==> src/rtl/rfa_pkg.sv <==
// ----------------------------------------------------------------------------
// rfa_pkg: shared types, codes and helpers of the ring fork arbiter
// Widths, status and command codes, wait list entry and fork mask functions.
// ----------------------------------------------------------------------------
package rfa_pkg;

    localparam int MAX_DINERS = 16;
    localparam int ID_W       = $clog2(MAX_DINERS + 1);   // holds 0..MAX_DINERS
    localparam int IDX_W      = $clog2(MAX_DINERS);       // wait list index
    localparam int VAL_W      = 32;

    localparam logic [ID_W-1:0] MAX_ID    = ID_W'(MAX_DINERS);
    localparam logic [ID_W-1:0] MIN_RING  = ID_W'(2);
    localparam logic [4:0]      CFG_RESET = 5'd5;

    // command codes
    localparam logic CMD_REQ = 1'b0;
    localparam logic CMD_REL = 1'b1;

    // register index taken from paddr[2]
    localparam logic REG_DINER_COUNT = 1'b0;

    typedef logic [MAX_DINERS-1:0] t_forks;

    typedef enum logic [1:0] {
        ST_GRANT    = 2'd0,
        ST_QUEUED   = 2'd1,
        ST_RELEASED = 2'd2,
        ST_REJECT   = 2'd3
    } t_status;

    typedef struct packed {
        logic [ID_W-1:0]  id;
        logic [VAL_W-1:0] value;
    } t_wait_entry;

    typedef struct packed {
        logic              en;
        logic [IDX_W-1:0]  addr;
        t_wait_entry       data;
    } t_wl_wr;

    // clamp the configured diner count to 2..MAX_DINERS
    function automatic logic [ID_W-1:0] ring_size(input logic [4:0] cfg);
        logic [ID_W-1:0] n;
        n = ID_W'(cfg);
        if (cfg < 5'(MIN_RING)) begin
            n = MIN_RING;
        end else if (cfg > 5'(MAX_ID)) begin
            n = MAX_ID;
        end
        return n;
    endfunction

    // forks id-1 and id mod n; only meaningful for 1 <= id <= n
    function automatic t_forks fork_pair(input logic [ID_W-1:0] id,
                                         input logic [ID_W-1:0] n);
        t_forks          m;
        logic [ID_W-1:0] l;
        logic [ID_W-1:0] r;
        m = '0;
        l = id - ID_W'(1);
        r = (id == n) ? '0 : id;
        m[l[IDX_W-1:0]] = 1'b1;
        m[r[IDX_W-1:0]] = 1'b1;
        return m;
    endfunction

    // forks 0..n-1
    function automatic t_forks low_mask(input logic [ID_W-1:0] n);
        t_forks m;
        for (int i = 0; i < MAX_DINERS; i++) begin
            m[i] = (ID_W'(i) < n);
        end
        return m;
    endfunction

endpackage

==> src/rtl/rfa_wait_list.sv <==
// ----------------------------------------------------------------------------
// rfa_wait_list: storage of the waiting diners
// One write port and one read port with registered read data.
// ----------------------------------------------------------------------------
module rfa_wait_list
    import rfa_pkg::*;
(
    input  logic              i_clk,
    input  t_wl_wr            i_wr,
    input  logic [IDX_W-1:0]  i_rd_addr,
    output t_wait_entry       o_rd_data
);

    t_wait_entry r_mem [MAX_DINERS];
    t_wait_entry r_rd_data;

    // write port
    always_ff @(posedge i_clk) begin
        if (i_wr.en) begin
            r_mem[i_wr.addr] <= i_wr.data;
        end
    end

    // read port, data valid in the cycle after the address
    always_ff @(posedge i_clk) begin
        r_rd_data <= r_mem[i_rd_addr];
    end

    assign o_rd_data = r_rd_data;

endmodule

==> src/rtl/ring_fork_arbiter.sv <==
// ----------------------------------------------------------------------------
// ring_fork_arbiter: central waiter handing out forks on a ring of diners
// Requests, releases, FIFO wait list with ordered rescan on release.
// ----------------------------------------------------------------------------
// Usage:
//   Input channel (i_in_valid / o_in_ready) carries one command item: a
//   request to eat or a release, with diner id and value. Output channel
//   (o_out_valid / i_out_ready) returns one result item per command.
//   The APB port sets diner_count at address 0; pready is always high.
// Item flow:
//   A request or a bad id is resolved in the accept cycle; its result is
//   valid on the next cycle. A release with an empty wait list likewise, so
//   these items flow at one per cycle while the receiver keeps up.
//   A release otherwise walks the wait list one entry per cycle through the
//   single read port of the list memory, moving each entry behind a granted
//   waiter down one place in the same pass, then passes a closing state that
//   loads the result into the output register; no new item is accepted
//   until that closing state is done.
// Reset: synchronous, active low; forks free, list empty, sum and counters
//   zero, diner_count 5. The wait list memory needs no clearing.
// Stall: a finished result waits in the output register; the next item is
//   accepted in the cycle the held result is taken. The output register is
//   empty while a scan runs, so a scan never waits on the receiver.
// ----------------------------------------------------------------------------
module ring_fork_arbiter
    import rfa_pkg::*;
(
    input  logic              i_clk,
    input  logic              i_rst_n,
    // APB configuration
    input  logic              psel,
    input  logic              penable,
    input  logic              pwrite,
    input  logic [2:0]        paddr,
    input  logic [31:0]       pwdata,
    output logic [31:0]       prdata,
    output logic              pready,
    // command items
    input  logic              i_in_valid,
    output logic              o_in_ready,
    input  logic              i_cmd,
    input  logic [ID_W-1:0]   i_diner_id,
    input  logic [VAL_W-1:0]  i_diner_value,
    // result items
    output logic              o_out_valid,
    input  logic              i_out_ready,
    output logic [1:0]        o_status,
    output logic              o_grant_valid,
    output logic [ID_W-1:0]   o_granted_id,
    output logic [VAL_W-1:0]  o_running_sum,
    output logic [ID_W-1:0]   o_waiting_count,
    output logic              o_finished
);

    typedef enum logic [1:0] {
        S_IDLE,
        S_SCAN,
        S_SHIFT,
        S_FIN
    } t_state;

    // configuration register
    logic [4:0] r_diner_count;

    // control and arithmetic state
    t_state           r_state,   n_state;
    t_forks           r_forks,   n_forks;
    logic [ID_W-1:0]  r_fill,    n_fill;
    logic [ID_W-1:0]  r_seen,    n_seen;
    logic [VAL_W-1:0] r_sum,     n_sum;
    logic [ID_W-1:0]  r_idx,     n_idx;
    logic             r_pgv,     n_pgv;
    logic [ID_W-1:0]  r_pgid,    n_pgid;

    // output register
    logic             r_out_valid, n_out_valid;
    t_status          r_status,    n_status;
    logic             r_gvalid,    n_gvalid;
    logic [ID_W-1:0]  r_gid,       n_gid;
    logic [VAL_W-1:0] r_osum,      n_osum;
    logic [ID_W-1:0]  r_owait,     n_owait;
    logic             r_ofin,      n_ofin;

    t_wl_wr           wl_wr;
    logic [IDX_W-1:0] wl_rd_addr;
    t_wait_entry      wl_rd_data;

    logic [ID_W-1:0]  ring_n;
    logic             in_accept;
    logic             id_ok;
    t_forks           in_pair;
    logic             wait_ok;
    t_forks           wait_pair;
    logic             out_free;
    logic [ID_W-1:0]  idx_p1;
    logic [ID_W-1:0]  idx_p2;
    logic             cfg_write;

    rfa_wait_list u_wait_list (
        .i_clk     (i_clk),
        .i_wr      (wl_wr),
        .i_rd_addr (wl_rd_addr),
        .o_rd_data (wl_rd_data)
    );

    // APB register access
    assign pready    = 1'b1;
    assign cfg_write = psel && penable && pwrite && pready;
    assign prdata    = (paddr[2] == REG_DINER_COUNT) ? {27'd0, r_diner_count} : 32'd0;

    always_ff @(posedge i_clk) begin
        if (!i_rst_n) begin
            r_diner_count <= CFG_RESET;
        end else if (cfg_write && (paddr[2] == REG_DINER_COUNT)) begin
            r_diner_count <= pwdata[4:0];
        end
    end

    // decode of the incoming item and of the wait list entry under test
    assign ring_n     = ring_size(r_diner_count);
    assign out_free   = !r_out_valid || i_out_ready;
    assign o_in_ready = (r_state == S_IDLE) && out_free;
    assign in_accept  = i_in_valid && o_in_ready;
    assign id_ok      = (i_diner_id != '0) && (i_diner_id <= ring_n);
    assign in_pair    = fork_pair(i_diner_id, ring_n);
    assign wait_pair  = fork_pair(wl_rd_data.id, ring_n);
    assign wait_ok    = (wl_rd_data.id != '0) && (wl_rd_data.id <= ring_n)
                        && ((r_forks & wait_pair) == '0);
    assign idx_p1     = r_idx + ID_W'(1);
    assign idx_p2     = r_idx + ID_W'(2);

    // sequencer
    always_comb begin
        n_state     = r_state;
        n_forks     = r_forks;
        n_fill      = r_fill;
        n_seen      = r_seen;
        n_sum       = r_sum;
        n_idx       = r_idx;
        n_pgv       = r_pgv;
        n_pgid      = r_pgid;
        n_out_valid = r_out_valid && !i_out_ready;
        n_status    = r_status;
        n_gvalid    = r_gvalid;
        n_gid       = r_gid;
        n_osum      = r_osum;
        n_owait     = r_owait;
        n_ofin      = r_ofin;
        wl_wr       = '0;
        wl_rd_addr  = '0;

        case (r_state)
            S_IDLE: begin
                if (in_accept) begin
                    n_out_valid = 1'b1;
                    n_gvalid    = 1'b0;
                    n_gid       = '0;
                    if (!id_ok) begin
                        n_status = ST_REJECT;
                    end else if (i_cmd == CMD_REQ) begin
                        if ((r_forks & in_pair) == '0) begin
                            n_forks  = r_forks | in_pair;
                            n_sum    = r_sum + i_diner_value;
                            n_status = ST_GRANT;
                            n_gvalid = 1'b1;
                            n_gid    = i_diner_id;
                            if (r_seen < MAX_ID) begin
                                n_seen = r_seen + ID_W'(1);
                            end
                        end else if (r_fill < MAX_ID) begin
                            wl_wr.en         = 1'b1;
                            wl_wr.addr       = r_fill[IDX_W-1:0];
                            wl_wr.data.id    = i_diner_id;
                            wl_wr.data.value = i_diner_value;
                            n_fill   = r_fill + ID_W'(1);
                            n_status = ST_QUEUED;
                            if (r_seen < MAX_ID) begin
                                n_seen = r_seen + ID_W'(1);
                            end
                        end else begin
                            n_status = ST_REJECT;
                        end
                    end else begin
                        // release: free both forks, then rescan the list if it holds waiters
                        n_forks  = r_forks & ~in_pair;
                        n_status = ST_RELEASED;
                        n_pgv    = 1'b0;
                        n_pgid   = '0;
                        if (r_fill != '0) begin
                            n_out_valid = r_out_valid && !i_out_ready;
                            n_status    = r_status;
                            n_gvalid    = r_gvalid;
                            n_gid       = r_gid;
                            n_idx       = '0;
                            wl_rd_addr  = '0;
                            n_state     = S_SCAN;
                        end
                    end
                end
            end

            S_SCAN: begin
                // read data holds entry r_idx
                if (wait_ok) begin
                    n_forks = r_forks | wait_pair;
                    n_sum   = r_sum + wl_rd_data.value;
                    n_pgv   = 1'b1;
                    n_pgid  = wl_rd_data.id;
                    if (idx_p1 < r_fill) begin
                        wl_rd_addr = idx_p1[IDX_W-1:0];
                        n_state    = S_SHIFT;
                    end else begin
                        n_fill  = r_fill - ID_W'(1);
                        n_state = S_FIN;
                    end
                end else if (idx_p1 < r_fill) begin
                    wl_rd_addr = idx_p1[IDX_W-1:0];
                    n_idx      = idx_p1;
                end else begin
                    n_state = S_FIN;
                end
            end

            S_SHIFT: begin
                // read data holds entry r_idx+1, moved down one place
                wl_wr.en   = 1'b1;
                wl_wr.addr = r_idx[IDX_W-1:0];
                wl_wr.data = wl_rd_data;
                n_idx      = idx_p1;
                if (idx_p2 < r_fill) begin
                    wl_rd_addr = idx_p2[IDX_W-1:0];
                end else begin
                    n_fill  = r_fill - ID_W'(1);
                    n_state = S_FIN;
                end
            end

            S_FIN: begin
                if (out_free) begin
                    n_out_valid = 1'b1;
                    n_status    = ST_RELEASED;
                    n_gvalid    = r_pgv;
                    n_gid       = r_pgid;
                    n_state     = S_IDLE;
                end
            end

            default: begin
                n_state = S_IDLE;
            end
        endcase

        // summary fields follow the state after the step
        if (n_out_valid && !(r_out_valid && !i_out_ready)) begin
            n_osum  = n_sum;
            n_owait = n_fill;
            n_ofin  = (n_seen >= ring_n) && (n_fill == '0)
                      && ((n_forks & low_mask(ring_n)) == '0);
        end
    end

    // state and registered outputs
    always_ff @(posedge i_clk) begin
        if (!i_rst_n) begin
            r_state     <= S_IDLE;
            r_forks     <= '0;
            r_fill      <= '0;
            r_seen      <= '0;
            r_sum       <= '0;
            r_idx       <= '0;
            r_pgv       <= 1'b0;
            r_out_valid <= 1'b0;
        end else begin
            r_state     <= n_state;
            r_forks     <= n_forks;
            r_fill      <= n_fill;
            r_seen      <= n_seen;
            r_sum       <= n_sum;
            r_idx       <= n_idx;
            r_pgv       <= n_pgv;
            r_out_valid <= n_out_valid;
        end
        r_pgid   <= n_pgid;
        r_status <= n_status;
        r_gvalid <= n_gvalid;
        r_gid    <= n_gid;
        r_osum   <= n_osum;
        r_owait  <= n_owait;
        r_ofin   <= n_ofin;
    end

    assign o_out_valid     = r_out_valid;
    assign o_status        = r_status;
    assign o_grant_valid   = r_gvalid;
    assign o_granted_id    = r_gid;
    assign o_running_sum   = r_osum;
    assign o_waiting_count = r_owait;
    assign o_finished      = r_ofin;

    // checks
    a_fill_bound: assert property (@(posedge i_clk) disable iff (!i_rst_n)
        r_fill <= MAX_ID)
        else $error("wait list fill above capacity");

    a_scan_in_list: assert property (@(posedge i_clk) disable iff (!i_rst_n)
        (r_state == S_SCAN || r_state == S_SHIFT) |-> (r_idx < r_fill))
        else $error("scan index outside the wait list");

    a_grant_has_id: assert property (@(posedge i_clk) disable iff (!i_rst_n)
        (o_out_valid && o_grant_valid) |-> (o_granted_id != '0))
        else $error("grant reported without a diner id");

    a_queued_no_grant: assert property (@(posedge i_clk) disable iff (!i_rst_n)
        (o_out_valid && (o_status == ST_QUEUED || o_status == ST_REJECT))
        |-> !o_grant_valid)
        else $error("grant reported on a queued or rejected item");

    a_release_scans: assert property (@(posedge i_clk) disable iff (!i_rst_n)
        (in_accept && id_ok && i_cmd == CMD_REL && r_fill != '0)
        |=> (r_state == S_SCAN))
        else $error("release with waiters did not start a scan");

endmodule

==> config.mk <==
export PLATFORM = sky130hd
export DESIGN_NAME = ring_fork_arbiter
export DESIGN_NICKNAME = d
export VERILOG_FILES = /design/src/rtl/rfa_pkg.sv /design/src/rtl/rfa_wait_list.sv /design/src/rtl/ring_fork_arbiter.sv
export SDC_FILE = /design/constraint.sdc
export NUM_CORES = 1
export LEC_CHECK = 0
export ABC_AREA = 1
export BUFFER_PORTS_ARGS = -buffer_cell sky130_fd_sc_hd__buf_2
export CORE_MARGIN = 2
export CORE_UTILIZATION = 45
export DETAILED_ROUTE_END_ITERATION = 8
export HOLD_SLACK_MARGIN = 0.03
export SLEW_MARGIN = 40
export SYNTH_ARGS = -nofsm -noshare
export SYNTH_HDL_FRONTEND = slang
export SYNTH_HIERARCHICAL = 1
export SYNTH_SLANG_ARGS = --single-unit
==> constraint.sdc <==
create_clock -name i_clk -period 6.5 [get_ports i_clk]
set_input_delay 1.95 -clock i_clk [delete_from_list [all_inputs] [get_ports i_clk]]
set_output_delay 1.95 -clock i_clk [all_outputs]
set_load 0.05 [all_outputs]
==> results by group <==
Worst setup path
  – Worst stage delay on the critical path: roughly 0.57 ns
  – Critical path's most frequent cell: nand2_1
  – Crit Path Max Fanout: 24
  – Worst setup SP type: input pin
  – Crit. End Element: register
  – Critical Path RT: 6.74 ns
  – Setup crit start: i_diner_id[2]
  – Family with the most delay on the worst path: simple AND/OR/NAND/NOR gates
  – Worst path cell trace: buf_2 > ha_1 > nand2_1 > inv_1 > nand2_4 > nand4_1 > nand2_1 > nand2_1 > nand2_1 > nor2_1 > nand2_1 > nor2_4 > inv_2 > nand2_2 > o21ai_0 > nand3_1 > nor2_4 > buf_4
  – WP depth: 18
  – CP max stage cell: o21ai_0
  – Crit path kind: in2reg
  – Worst reg2reg startpoint: r_diner_count[4]$_SDFFE_PN0P_
  – FF-to-FF path depth: 19
  – RR Endpoint: u_wait_list/r_mem[13][16]$_DFFE_PP_
  – Worst Path Arrival: 5.63 ns
  – Crit path to: u_wait_list/r_mem[13][16]$_DFFE_PP_
  – Flop2flop setup slack: about 1.3 ns
  – Critical path buffers and inverters: 4

Power and ir drop
  – Combinational power share: roughly 28%
  – Worst vdd ir: ~0.00036 V
  – Cell Int Power: a little under 10 mW
  – PnR Total Power: around 15 mW
  – Leak: ~19 nW
  – PD cells: 358 mW/mm2
  – Flop pwr share: 40.4%
  – Switching Fraction: a little over a third
  – Clock power frac: a little under a third
  – Net Switching: 5.36 mW

Timing
  – RSZ-0062 raised after global routing: false
  – Slew Limit Fails: 0
  – Final WS setup: ~1.1 ns
  – Max Fclk: 0.186 GHz
  – Fin Clk Skew: 0.0431 ns
  – Final period util: 82.8%
  – Slew headroom: between 30% and 40%
  – Crit path time final: about 5.4 ns
  – Setup TNS: 0 ns
  – Slew @ Worst Pin: between 0.9 and 1 ns
  – Final setup fails: 0
  – Final Hold Fails: 0

GRT
  – Initial antenna violation count: 5
  – Met2 GRT Util: roughly 40%
  – Busiest grt layer: met2
  – Overall routing resource usage: a little under a quarter
  – Pin count of the biggest net entering global routing: around 150
  – Met1 usage: between 30% and 40%
  – Vias in the first global route: 27100
  – First-pass GRT wire length: about 160000 um
  – GRT overflow: 0
  – GRT met3 Usage: 3.49%

Finish
  – Layout Utilization: 50.7%
  – Share of layout cells above drive strength 1: 9.01%
  – Area growth syn-to-layout: 11.3%
  – Filler cells: between 7000 and 8000
  – Fin nets: approximately 4400
  – Sequential cell area: ~0.021 mm2
  – Multi-input logic area: approximately 0.013 mm2

Status
  – Outcome: finished clean

Place
  – GPL Wtd Cong: between 0.9 and 1
  – Post-place setup slack: 0.563 ns
  – IO buf count: slightly above 100
  – HPWL after DPL: about 67000 um

Detailed routing
  – WL/cell: roughly 19 um
  – Mean number of vias per cell: roughly 5.2
  – Final wirelength: 105000 um
  – Total number of vias: about 29000
  – DRT iter0 DRCs: 2885
  – Total iterations of the first detailed-routing run: 5
  – Post-route ant nets: 0
  – Drt drc: 0

Synthesis
  – Yosys warns: 6
  – Cell variety after synth: 69
  – Syn Inst Count: around 4200
  – Synthesized area per cell: between 9 and 10 um2
  – Ys flop type: edfxtp_1
  – Syn Std Cell Area: around 0.038 mm2
  – Synthesized flop and latch total: 752
  – Sequential cell area fraction in the yosys report: a little under three fifths
  – Post-synth EDFFs: 643
  – FFs w/ async S/R, synth: 0%

CTS
  – H-tree lvl count: 3
  – Post-CTS setup buffer count: 0
  – Worst-skew pair later-pin latency: 0.65 ns
  – Post_cts resized: 0
  – CTS Hold Bufs: 0
  – CTS tree: yes
  – CTS Buf Count: 80
  – Clock root buffer: clkbuf_16
  – CTS clock-pin slew for the worst setup and hold paths: around 0.05 ns
  – Number of buffers on the longest clock path: 3
  – Clock Sinks: between 700 and 800

Worst hold path
  – Hold depth: 2
  – HP Start: r_diner_count[1]$_SDFFE_PN0P_
  – Worst Hold Class: reg2reg

Floorplanning
  – Initial Util: 45.6%
  – Num rows: around 110
  – I/O pin cnt: 161
  – Core ar.: roughly 0.084 mm2
  – Die W: roughly 300 um
  – Die area: 0.0874 mm2
  – Chip Height: about 300 um

Flow run
  – MaxCap Viol Count: 0
-- power by group through the flow --
| stage | clock network (mW) | registers [mW] | logic (mW) |
|---|---|---|---|
| after floorplan | 0 | 6.72 | 2.50 |
| after global placement | 0 | 6.26 | 4.19 |
| after detailed placement | 0 | 6.27 | 4.22 |
| after CTS | 4.86 | 6.17 | 4.23 |
| after global routing | 5.05 | 6.21 | 4.73 |
| final | 4.78 | 6.17 | 4.31 |
-- sequential cells by signal, summed over array words and instances, names as in the netlist, 16 cells and up --
| signal | count |
|---|---|
| u_wait_list/o_rd_data | 37 |
| u_wait_list/r_mem | 592 |
| o_running_sum | 32 |
| r_sum | 32 |
| r_forks | 16 |
-- synth_stat cells, drive strengths merged (37+ instances only) --
master  count  area, um2
clkbuf     37        139
dfxtp     109       2180
edfxtp    643      19300
nand2    1213       4620
nand3     535       2690
nor2      160        706
o21ai     137        716
inv       646       2430
buf       172       1230
nand4      55        363
a21oi     158        798
ha         95       1190
-- final cells by class --
type | instances | area share (%)
Clock inverter | 43 | 1.45
Sequential cell | 752 | 50.4
Timing Repair Buffer | 175 | 2.82
Antenna cell | 1 | 0.00587
Multi-Input combinational cell | 2613 | 31.1
Inverter | 650 | 5.81
Clock buffer | 106 | 5.07
Tap cell | 1134 | 3.33
-- cell usage in the layout, fill, tap and decap left out, drive strengths merged, types with 2 or more instances in the layout --
cell,instances
or2,7
nand3b,5
o22ai,16
xor2,19
nand3,535
o211ai,18
a22oi,3
o221ai,14
nand2,1213
o2111ai,2
o21bai,8
a32o,33
clkinv,31
nor3,16
a211oi,4
edfxtp,643
nor4,6
o21ai,137
nor2,160
and2,3
buf,174
dfxtp,109
xnor2,26
conb,28
nand4,55
a21boi,5
inv,651
a31oi,12
o21a,15
bufinv,11
clkbuf,107
fa,2
a21o,5
a21oi,158
o31ai,3
ha,95
a221oi,2
-- worst min-delay path: stages, from the launching register on --
cell and delay, ns:
dfxtp_1 0.31, inv_1 0.09, a21oi_1 0.07
-- kinds of logic after synthesis --
kind of cell / count (synthesis) / synth area share [%]
AOI/OAI and AO/OA: 441 / 7.12
xor gates and xnor gates: 45 / 1.03
adders and majority gates: 97 / 3.21
buffers and inverters: 859 / 9.99
DFF: 752 / 56.1
muxes: 1 / 0.0261
other: 2 / 0.0196
and+or+nand+nor: 2001 / 22.5
-- how the worst min path moves through the flow --
stage                                               end
after floorplan           r_diner_count[1]$_SDFFE_PN0P_
after global placement             r_seen[4]$_SDFF_PN0_
after detailed placement           r_seen[4]$_SDFF_PN0_
after CTS                 r_diner_count[1]$_SDFFE_PN0P_
after global routing      r_diner_count[1]$_SDFFE_PN0P_
final                     r_diner_count[1]$_SDFFE_PN0P_
-- metrics by stage --
stage | cells | cell area [um2] | hold WS (ns)
3_3_place_gp | 5321 | 39700 | 0.492
2_1_floorplan | 4224 | 38400 | 0.466
6_report | 5474 | 42600 | 0.521
5_1_grt | 5473 | 42600 | 0.547
4_1_cts | 5472 | 42600 | 0.518
3_5_place_dp | 5323 | 39800 | 0.491
-- metal layers --
metal	routed length, um	part of all wire [%]
met1	46300	44
met2	48100	46
met3	7380	7.1
met4	2730	2.6
met5	27	0.026
Power figures use the tool's default switching activity.
